**src/uds_pkg.sv**
```systemverilog
package uds_pkg;

  localparam int unsigned CpW          = 21;
  localparam int unsigned CntW         = 3;
  localparam int unsigned QueueDepthDef = 2;

  localparam logic [CpW-1:0] CpMax     = 21'h10FFFF;
  localparam logic [CpW-1:0] SurLo     = 21'h00D800;
  localparam logic [CpW-1:0] SurHi     = 21'h00DFFF;
  localparam logic [CpW-1:0] ReplReset = 21'h00FFFD;

  typedef enum logic [2:0] {
    LeadAscii = 3'd0,
    LeadTwo   = 3'd1,
    LeadThree = 3'd2,
    LeadFour  = 3'd3,
    LeadBad   = 3'd4
  } uds_lead_e;

  // One queue entry: how many results a byte causes, and an optional
  // decoded value that always goes out as the final result.
  typedef struct packed {
    logic [CntW-1:0] cnt;
    logic            has_value;
    logic [CpW-1:0]  value;
  } uds_rec_t;

  function automatic uds_lead_e lead_class(input logic [7:0] b);
    uds_lead_e k;
    if (b[7] == 1'b0) begin
      k = LeadAscii;
    end else if (b[7:5] == 3'b110) begin
      k = LeadTwo;
    end else if (b[7:4] == 4'b1110) begin
      k = LeadThree;
    end else if (b[7:3] == 5'b11110) begin
      k = LeadFour;
    end else begin
      k = LeadBad;
    end
    return k;
  endfunction

endpackage

```
**src/utf8_stream_decoder_top.sv**
```systemverilog
// Channel   Direction  Handshake             Payload
// input     in         push / full           data_byte_i, end_of_text_i
// result    out        empty / pop           codepoint_o, was_replaced_o, last_in_run_o
// config    in         cfg_valid_i / ready   replacement_codepoint_i
//
// One byte per cycle enters the classifier while full is low; a byte yields 0 to 4 results.
// The result side delivers one result per cycle while pop is high, so a byte with n results
// holds the queue head until all n are popped; QueueDepth entries absorb the bursts.
// Results come straight from queue registers; nothing combinational from pop.
// Reset clears the open sequence and the queue, and restores U+FFFD.
module utf8_stream_decoder_top #(
  parameter int unsigned QueueDepth = uds_pkg::QueueDepthDef
) (
  input  logic                     clk_i,
  input  logic                     rst_ni,
  input  logic                     push,
  output logic                     full,
  input  logic [7:0]               data_byte_i,
  input  logic                     end_of_text_i,
  output logic                     empty,
  input  logic                     pop,
  output logic [uds_pkg::CpW-1:0]  codepoint_o,
  output logic                     was_replaced_o,
  output logic                     last_in_run_o,
  input  logic                     cfg_valid_i,
  output logic                     cfg_ready_o,
  input  logic [uds_pkg::CpW-1:0]  replacement_codepoint_i
);
  import uds_pkg::*;

  logic     in_fire;
  logic     rec_valid;
  uds_rec_t rec;
  logic     q_full;
  logic     q_empty;
  uds_rec_t head;
  logic     head_pop;

  assign full        = q_full;
  assign empty       = q_empty;
  assign in_fire     = push && !q_full;
  assign cfg_ready_o = 1'b1;

  uds_front u_front (
    .clk_i         (clk_i),
    .rst_ni        (rst_ni),
    .fire_i        (in_fire),
    .data_byte_i   (data_byte_i),
    .end_of_text_i (end_of_text_i),
    .rec_valid_o   (rec_valid),
    .rec_o         (rec)
  );

  uds_queue #(
    .Depth (QueueDepth)
  ) u_queue (
    .clk_i     (clk_i),
    .rst_ni    (rst_ni),
    .wr_en_i   (rec_valid),
    .wr_data_i (rec),
    .full_o    (q_full),
    .rd_en_i   (head_pop),
    .empty_o   (q_empty),
    .rd_data_o (head)
  );

  uds_back u_back (
    .clk_i          (clk_i),
    .rst_ni         (rst_ni),
    .cfg_fire_i     (cfg_valid_i && cfg_ready_o),
    .cfg_data_i     (replacement_codepoint_i),
    .head_valid_i   (!q_empty),
    .head_i         (head),
    .head_pop_o     (head_pop),
    .pop_i          (pop),
    .codepoint_o    (codepoint_o),
    .was_replaced_o (was_replaced_o),
    .last_in_run_o  (last_in_run_o)
  );

endmodule

```
**src/uds_front.sv**
```systemverilog
module uds_front (
  input  logic                clk_i,
  input  logic                rst_ni,
  input  logic                fire_i,
  input  logic [7:0]          data_byte_i,
  input  logic                end_of_text_i,
  output logic                rec_valid_o,
  output uds_pkg::uds_rec_t   rec_o
);
  import uds_pkg::*;

  logic [CpW-1:0] pv_q, pv_d;
  logic [1:0]     exp_q, exp_d;
  logic [1:0]     rcv_q, rcv_d;

  logic           open_seq;
  logic           is_cont;
  logic [1:0]     got;
  logic [CpW-1:0] pv_shift;
  logic [CntW-1:0] flush_cnt;
  uds_lead_e      lead;
  uds_rec_t       rec;

  assign open_seq  = (exp_q != 2'd0);
  assign is_cont   = (data_byte_i[7:6] == 2'b10);
  assign got       = rcv_q + 2'd1;
  assign pv_shift  = {pv_q[CpW-7:0], data_byte_i[5:0]};
  assign flush_cnt = open_seq ? ({1'b0, rcv_q} + 3'd1) : 3'd0;
  assign lead      = lead_class(data_byte_i);

  always_comb begin
    exp_d         = exp_q;
    rcv_d         = rcv_q;
    pv_d          = pv_q;
    rec.cnt       = 3'd0;
    rec.has_value = 1'b0;
    rec.value     = {13'd0, data_byte_i};
    if (open_seq && is_cont) begin
      if (got >= exp_q) begin
        rec.cnt       = 3'd1;
        rec.value     = pv_shift;
        rec.has_value = !(pv_shift > CpMax || (pv_shift >= SurLo && pv_shift <= SurHi));
        exp_d         = 2'd0;
        rcv_d         = 2'd0;
        pv_d          = '0;
      end else if (end_of_text_i) begin
        // truncated at end of text: lead plus every buffered continuation
        rec.cnt = {1'b0, got} + 3'd1;
        exp_d   = 2'd0;
        rcv_d   = 2'd0;
        pv_d    = '0;
      end else begin
        rcv_d = got;
        pv_d  = pv_shift;
      end
    end else begin
      // flush any open sequence, then treat the byte as a new lead
      rec.cnt = flush_cnt;
      exp_d   = 2'd0;
      rcv_d   = 2'd0;
      pv_d    = '0;
      unique case (lead)
        LeadAscii: begin
          rec.cnt       = flush_cnt + 3'd1;
          rec.has_value = 1'b1;
        end
        LeadTwo, LeadThree, LeadFour: begin
          if (end_of_text_i) begin
            rec.cnt = flush_cnt + 3'd1;
          end else begin
            unique case (lead)
              LeadTwo: begin
                exp_d = 2'd1;
                pv_d  = {16'd0, data_byte_i[4:0]};
              end
              LeadThree: begin
                exp_d = 2'd2;
                pv_d  = {17'd0, data_byte_i[3:0]};
              end
              default: begin
                exp_d = 2'd3;
                pv_d  = {18'd0, data_byte_i[2:0]};
              end
            endcase
          end
        end
        default: begin
          rec.cnt = flush_cnt + 3'd1;
        end
      endcase
    end
  end

  always_ff @(posedge clk_i or negedge rst_ni) begin
    if (!rst_ni) begin
      exp_q <= 2'd0;
      rcv_q <= 2'd0;
      pv_q  <= '0;
    end else if (fire_i) begin
      exp_q <= exp_d;
      rcv_q <= rcv_d;
      pv_q  <= pv_d;
    end
  end

  assign rec_valid_o = fire_i && (rec.cnt != 3'd0);
  assign rec_o       = rec;

  a_rcv_below_exp: assert property (@(posedge clk_i) disable iff (!rst_ni)
    (exp_q == 2'd0 && rcv_q == 2'd0) || (rcv_q < exp_q))
    else $error("received count not below expected count");

  a_rec_cnt_range: assert property (@(posedge clk_i) disable iff (!rst_ni)
    rec_valid_o |-> (rec_o.cnt <= 3'd4))
    else $error("more than four results for one byte");

endmodule

```
**src/uds_queue.sv**
```systemverilog
module uds_queue #(
  parameter int unsigned Depth = uds_pkg::QueueDepthDef
) (
  input  logic               clk_i,
  input  logic               rst_ni,
  input  logic               wr_en_i,
  input  uds_pkg::uds_rec_t  wr_data_i,
  output logic               full_o,
  input  logic               rd_en_i,
  output logic               empty_o,
  output uds_pkg::uds_rec_t  rd_data_o
);
  import uds_pkg::*;

  localparam int unsigned PtrW = (Depth > 1) ? $clog2(Depth) : 1;
  localparam int unsigned CntQW = $clog2(Depth + 1);

  uds_rec_t          mem_q [Depth];
  logic [PtrW-1:0]   wr_ptr_q, wr_ptr_d;
  logic [PtrW-1:0]   rd_ptr_q, rd_ptr_d;
  logic [CntQW-1:0]  count_q, count_d;
  logic              do_wr, do_rd;

  assign full_o    = (count_q == CntQW'(Depth));
  assign empty_o   = (count_q == '0);
  assign do_wr     = wr_en_i && !full_o;
  assign do_rd     = rd_en_i && !empty_o;
  assign rd_data_o = mem_q[rd_ptr_q];

  always_comb begin
    wr_ptr_d = wr_ptr_q;
    rd_ptr_d = rd_ptr_q;
    count_d  = count_q;
    if (do_wr) begin
      wr_ptr_d = (wr_ptr_q == PtrW'(Depth - 1)) ? '0 : wr_ptr_q + 1'b1;
    end
    if (do_rd) begin
      rd_ptr_d = (rd_ptr_q == PtrW'(Depth - 1)) ? '0 : rd_ptr_q + 1'b1;
    end
    if (do_wr && !do_rd) begin
      count_d = count_q + 1'b1;
    end else if (do_rd && !do_wr) begin
      count_d = count_q - 1'b1;
    end
  end

  always_ff @(posedge clk_i or negedge rst_ni) begin
    if (!rst_ni) begin
      wr_ptr_q <= '0;
      rd_ptr_q <= '0;
      count_q  <= '0;
    end else begin
      wr_ptr_q <= wr_ptr_d;
      rd_ptr_q <= rd_ptr_d;
      count_q  <= count_d;
    end
  end

  always_ff @(posedge clk_i) begin
    if (do_wr) begin
      mem_q[wr_ptr_q] <= wr_data_i;
    end
  end

  a_no_overflow: assert property (@(posedge clk_i) disable iff (!rst_ni)
    wr_en_i |-> !full_o)
    else $error("write into full queue");

endmodule

```
**src/uds_back.sv**
```systemverilog
module uds_back (
  input  logic                      clk_i,
  input  logic                      rst_ni,
  input  logic                      cfg_fire_i,
  input  logic [uds_pkg::CpW-1:0]   cfg_data_i,
  input  logic                      head_valid_i,
  input  uds_pkg::uds_rec_t         head_i,
  output logic                      head_pop_o,
  input  logic                      pop_i,
  output logic [uds_pkg::CpW-1:0]   codepoint_o,
  output logic                      was_replaced_o,
  output logic                      last_in_run_o
);
  import uds_pkg::*;

  logic [CpW-1:0] repl_q;
  logic [1:0]     idx_q, idx_d;
  logic           last;
  logic           fire;

  assign last  = ({1'b0, idx_q} == (head_i.cnt - 3'd1));
  assign fire  = pop_i && head_valid_i;

  assign head_pop_o     = fire && last;
  assign last_in_run_o  = last;
  assign was_replaced_o = !(last && head_i.has_value);
  assign codepoint_o    = (last && head_i.has_value) ? head_i.value : repl_q;

  always_comb begin
    idx_d = idx_q;
    if (fire) begin
      idx_d = last ? 2'd0 : idx_q + 2'd1;
    end
  end

  always_ff @(posedge clk_i or negedge rst_ni) begin
    if (!rst_ni) begin
      repl_q <= ReplReset;
      idx_q  <= 2'd0;
    end else begin
      if (cfg_fire_i) begin
        repl_q <= cfg_data_i;
      end
      idx_q <= idx_d;
    end
  end

  a_idx_in_entry: assert property (@(posedge clk_i) disable iff (!rst_ni)
    head_valid_i |-> ({1'b0, idx_q} < head_i.cnt))
    else $error("result index past entry count");

  a_idx_idle_zero: assert property (@(posedge clk_i) disable iff (!rst_ni)
    !head_valid_i |-> (idx_q == 2'd0))
    else $error("result index nonzero with no entry");

endmodule

```
**config.mk**
```make
export PLATFORM = sky130hd
export DESIGN_NAME = utf8_stream_decoder_top
export DESIGN_NICKNAME = d
export VERILOG_FILES = /design/src/uds_pkg.sv /design/src/utf8_stream_decoder_top.sv /design/src/uds_front.sv /design/src/uds_queue.sv /design/src/uds_back.sv
export SDC_FILE = /design/constraint.sdc
export NUM_CORES = 1
export LEC_CHECK = 0
export BUFFER_PORTS_ARGS = -buffer_cell sky130_fd_sc_hd__buf_2
export CORE_AREA = 5 5 110 112
export CTS_CLUSTER_SIZE = 40
export DETAILED_ROUTE_END_ITERATION = 10
export DIE_AREA = 0 0 115 117
export HOLD_SLACK_MARGIN = 0.15
export PLACE_DENSITY = 0.57
export SLEW_MARGIN = 20
export SYNTH_ARGS = -nofsm -noshare
export SYNTH_HDL_FRONTEND = slang
export SYNTH_SLANG_ARGS = --single-unit
export TNS_END_PERCENT = 30
```
**constraint.sdc**
```tcl
create_clock -name clk_i -period 3.7 [get_ports clk_i]
set_clock_uncertainty 0.2 [all_clocks]
set_input_delay 0.185 -clock clk_i [delete_from_list [all_inputs] [get_ports clk_i]]
set_output_delay 0.185 -clock clk_i [all_outputs]
set_load 0.02 [all_outputs]
```
-- Yosys cells after proc, flatten, opt, wreduce, memory -nomap -nowiden
Memory sizes are Yosys's and may differ from the RTL's.
Cells that the tools add are included.
- bits in writable memories: 50
- memories: 1
- bits in latches: 0
- ROM bits: 0
- flip-flop bits (word level): 46
- word-level logic and storage cells: 94
- output and inout port bits: 26
- input port bits: 35
- shift-type cells: 0
- magnitude comparators: 4
- equality and inequality tests: 10
- add/subtract/negate cells: 10
- bitwise logic cells: 0
- mux-type cells: 36
- $mul: 0
- reduce and logical (&&, ||, !) cells: 25
- divide/modulo/power cells: 0
- memories (memory ; depth ; bits a word ; read ports ; clocked after memory_dff ; wr ports ; line ; text):
    u_queue.mem_q ; 2 ; 25 ; 1 ; 0 ; 1 ; uds_queue.sv:18 ; uds_rec_t mem_q [Depth];
- operator list (cell ; number):
    2-to-1 mux 15 bit ; 5
    2-to-1 mux 21 bit ; 2
    2-to-1 mux 3 bit ; 9
    2-to-1 mux 2 bit ; 11
    2-to-1 mux 22 bit ; 1
    >= comparator 21 x 16 -> 1 bit (second input constant) ; 1
    greater-than comparator 21 bit (second input constant) ; 1
    less-or-equal comparator 21 x 16 -> 1 bit (second input constant) ; 1
    logical AND 1 bit ; 11
    one-hot mux 5 bit (2 select lines) ; 1
    adder 2 x 1 -> 2 bit (second input constant) ; 3
    adder 2 x 1 -> 3 bit (second input constant) ; 2
    equality test 3 x 2 -> 1 bit (second input constant) ; 2
    zero test 1 bit ; 6
    equality test 5 bit (second input constant) ; 1
    2-to-1 mux 1 bit ; 5
    equality test 2 bit (second input constant) ; 2
    equality test 4 bit (second input constant) ; 1
    2-to-1 mux 4 bit ; 1
    one-hot mux 2 bit (2 select lines) ; 1
    nonzero test 2 bit ; 2
    adder 3 x 1 -> 3 bit (second input constant) ; 1
    equality test 2 x 3 -> 1 bit ; 1
    equality test 3 x 1 -> 1 bit (second input constant) ; 1
    12 further kinds ; 13

-- Longest topological paths before layout
- depth in word-level cells: 16
- depth in mapped cells: 12
- gate-level depth less buffers: 12

-- Hierarchy
A second synthesis with hierarchy kept.
- cell total of the unflattened synthesis: 323
- area total of the unflattened synthesis: 4709.5 µm²
- modules (own cells, without submodules) (module ; area an instance (µm²) ; cells each ; instances ; seq. area each (µm²)):
    uds_queue ; 2102.0 ; 97 ; 1 ; 1601.5
    uds_back ; 1326.3 ; 90 ; 1 ; 594.3
    uds_front ; 1252.5 ; 132 ; 1 ; 475.5
    utf8_stream_decoder_top ; 28.8 ; 4 ; 1 ; 0.0

-- Worst setup path before layout
Ideal clock, no wire load.
- path type: flip-flop to flip-flop
- from: register u_front.rcv_q[0]
- to: memory u_queue.mem_q[0][0] in the netlist's numbering, enable pin
- period minus slack after synthesis: 3710 ps
- stages on the path, launching flop included: 10
- data required time: 3090 ps
- setup time: 410 ps
- buffers on the path: 0
- arrival: 3101 ps
- slack: -10 ps
- path through: dfrtp_1 inv_1 ha_1 inv_1 ha_1 a21oi_1 a31oi_1 a21oi_1 o41a_1 nor2b_1
- RTL lines (what ; line ; text):
    start, declared ; uds_front.sv:14 ; logic [1:0] rcv_q, rcv_d;
    start signal, assigned ; uds_front.sv:101 ; rcv_q <= rcv_d;
    end, declared ; uds_queue.sv:18 ;

==> qor.yml <==
status: "complete, no violations"
rsz0062_at_grt: "no"
total_power_mw: 3.50
async_flop_share: 0.479
power_per_cell_area_mw_per_mm2: 654
place_ws_ns: 0.573
p_seq_frac: 0.412
multi_input_area_mm2: 0.00148
dr.first_iter.drc_count: 137
synth_cell_types: 41
diodes: 0
cts_root_buf: "clkbuf_16"
yosys.area.top_type: "edfxtp_1"
fin_area_mm2: 0.00535
vias: 2777
crit_arrival_ns: 2.97
wl_met3_um: 337
io_pins: 61
rr_worst_depth: 10
portBuffers: 59
tns_ns: 0
vdd_drop_max_uv: 277
placed_area_mm2: 0.00472
wl_per_cell_um: 14.5
finalMaxSlewViolations: 0
max_slew.worst_pin.slew_ns: 0.646
path_max_fanout: 25
post_cts_buffers: 0
synthToLayoutAreaGrowth_pct: 26.0
die-area_mm2: 0.0135
fin_ws_ns: 0.563
required_ns: 3.54
std_cell_rows: 39
grt_use_total: 0.137
p_sw_mw: 1.12
worstSetupPathType: "register to register"
period_needed_ns: 3.14
clock_path_buffers: 2
ctsHoldBuffers: 32
top_layer_used: "met4"
hold_viol: 0
cp-start-kind: "register"
first_global_vias: 2818
core-area_mm2: 0.0111
p_leak_nw: 2.24
cts_max_level: 3
start_util: 0.381
cpMaxStageDelayCell: "dfrtp_1"
fin_nets: 477
hp-class: "input pin to async pin"
die_w_um: 115
grt_overflow: 0
cp-end-kind: "register"
ys_warn_count: 0
synth_area_leaders: "edfxtp_1 35%, dfrtp_1 18%, dfstp_2 9.3%"
fillCellCount: 991
cts_resized: 0
finalCritPeriodShare: 0.848
insertion_delay_ns: 0.33
first_pass_iters: 4
dp_hpwl_mm: 5.55
grt_max_degree: 47
regArea_mm2: 0.00267
swShare: 0.321
max_freq_mhz: 319
synth_edf_count: 50
synth_cells: 343
synth-seq-cells: 96
clkSinkCount: 96
dr_wl_met2_mm: 3.92
drc: 0
ys.flop_type: "edfxtp_1"
grt_first_pass_wirelength_mm: 14.4
synth_top_area_frac: 0.354
ant_nets: 0
routed_wl_mm: 8.44
drive_gt1_frac: 0.268
maxCapViolations: 0
synth_area_per_cell_um2: 12.4
synth-seq-area-share: 0.629
cts_tree: "built"
cts.clk_slew.worst_paths_ns: 0.06
intPower_mw: 2.37
via_per_inst: 4.76
cts_made_buffers: 9
gp_congestion: 0.768
wl_met1_mm: 3.99
maxSlewHeadroom: 0.568
slowest_delay_ns: 0.43
combPwrFrac: 0.317
syn_nets: 385
finalSetupViolations: 0
syn-cell-area_mm2: 0.00424
die_h_um: 117
antenna_found_initial: 0
crit_path_cell_trace: "inv_1 -> ha_1 -> inv_1 -> ha_1 -> a21oi_1 -> a31oi_1 -> a21oi_1 -> o41a_1 -> nor2b_2 -> buf_12"
p_clk_frac: 0.271
[placed cells by master (no fill, tap or decap), drive strengths merged, types with 6 or more instances in the layout]
cell,Yosys,final
clkbuf,12,11
nand2,57,57
edfxtp,50,50
ha,7,7
dlygate4sd3,0,32
inv,6,6
and2,15,15
nor2,11,11
buf,4,65
mux2i,25,25
dfrtp,31,31
mux2,24,24
o21ai,43,43
dfstp,15,15
[power groups by stage]
stage               clock (mW)  sequential (mW)  combinational, mW
global route              1.02             1.46               1.24
CTS                      0.979             1.44               1.14
global placement             0             1.46               1.10
floorplan                    0             1.44              0.781
finish                   0.947             1.44               1.11
detailed placement           0             1.46               1.11
[worst max-delay path, delay by kind of cell (launching register included)]
family          cells  cell delay (ns)
simple gates        1             0.21
flops               1             0.43
compound gates      4             1.00
fa+ha+maj           2             0.63
buf+inv             3             0.37
[state kept, by name, summed over array words and instances, names as in the netlist]
register and flops:
u_front.pv_q 15, u_queue.wr_ptr_q 1, u_queue.rd_ptr_q 1, u_front.exp_q 2
u_queue.count_q 2, u_front.rcv_q 2, u_back.idx_q 2, u_queue.mem_q 50
u_back.repl_q 21
[cell usage after synthesis (2+ instances only)]
| cell type | n |
|---|---|
| nand3_1 | 3 |
| inv_1 | 6 |
| xnor2_1 | 5 |
| edfxtp_1 | 50 |
| nor2_1 | 11 |
| ha_1 | 7 |
| a21oi_1 | 4 |
| and2_1 | 15 |
| buf_4 | 2 |
| a31oi_1 | 2 |
| dfstp_2 | 15 |
| o31ai_1 | 2 |
| clkbuf_1 | 12 |
| xor2_1 | 5 |
| nand2_1 | 57 |
| mux2i_1 | 25 |
| o21ai_0 | 42 |
| nand2b_1 | 4 |
| dfrtp_1 | 31 |
| mux2_2 | 24 |
[layer usage]
metal	vias to the layer above	GRT usage
met2	58	0.218
met1	1316	0.183
met3	12	0.0237
met5	-	0
met4	0	0.0673
li1	1391	-
[through the flow]
stage	hold slack [ns]	cells	util
5_1_grt	0.249	583	0.481
3_5_place_dp	0.0575	535	0.425
2_1_floorplan	-0.311	343	-
4_1_cts	0.231	583	0.481
3_3_place_gp	0.208	535	0.424
6_report	0.215	583	0.481
[final timing paths]
check / from / end / slack [ns]
min: rst_ni / u_back.repl_q[18]$_DFFE_PN0P_ / 0.21
min reg2reg: u_front.pv_q[4]$_DFFE_PN0P_ / u_front.pv_q[4]$_DFFE_PN0P_ / 0.30
max: u_front.rcv_q[0]$_DFFE_PN0P_ / u_queue.mem_q[0][14]$_DFFE_PP_ / 0.56
max reg2reg: u_front.rcv_q[0]$_DFFE_PN0P_ / u_queue.mem_q[0][14]$_DFFE_PP_ / 0.56
min in group clk_i: cfg_valid_i / u_back.repl_q[1]$_DFFE_PN0P_ / 0.23
max in group asynchronous: rst_ni / u_front.rcv_q[0]$_DFFE_PN0P_ / 2.66
[cell type report]
type	instances	area share
flip-flops and latches	96	0.499
multi-input cells	225	0.277
repair buffers	97	0.129
clock buffers	11	0.0435
well taps	143	0.0335
clock inverters	5	0.0133
inverters	6	0.00421
[cells by family after synthesis]
family | synth area share
AOI/OAI and AO/OA | 0.0734
xor gates and xnor gates | 0.0206
adders and majority gates | 0.0206
buffers and inverters | 0.0215
DFF | 0.629
muxes | 0.123
other | 0.000884
and+or+nand+nor | 0.111
Power figures use the tool's default switching activity.
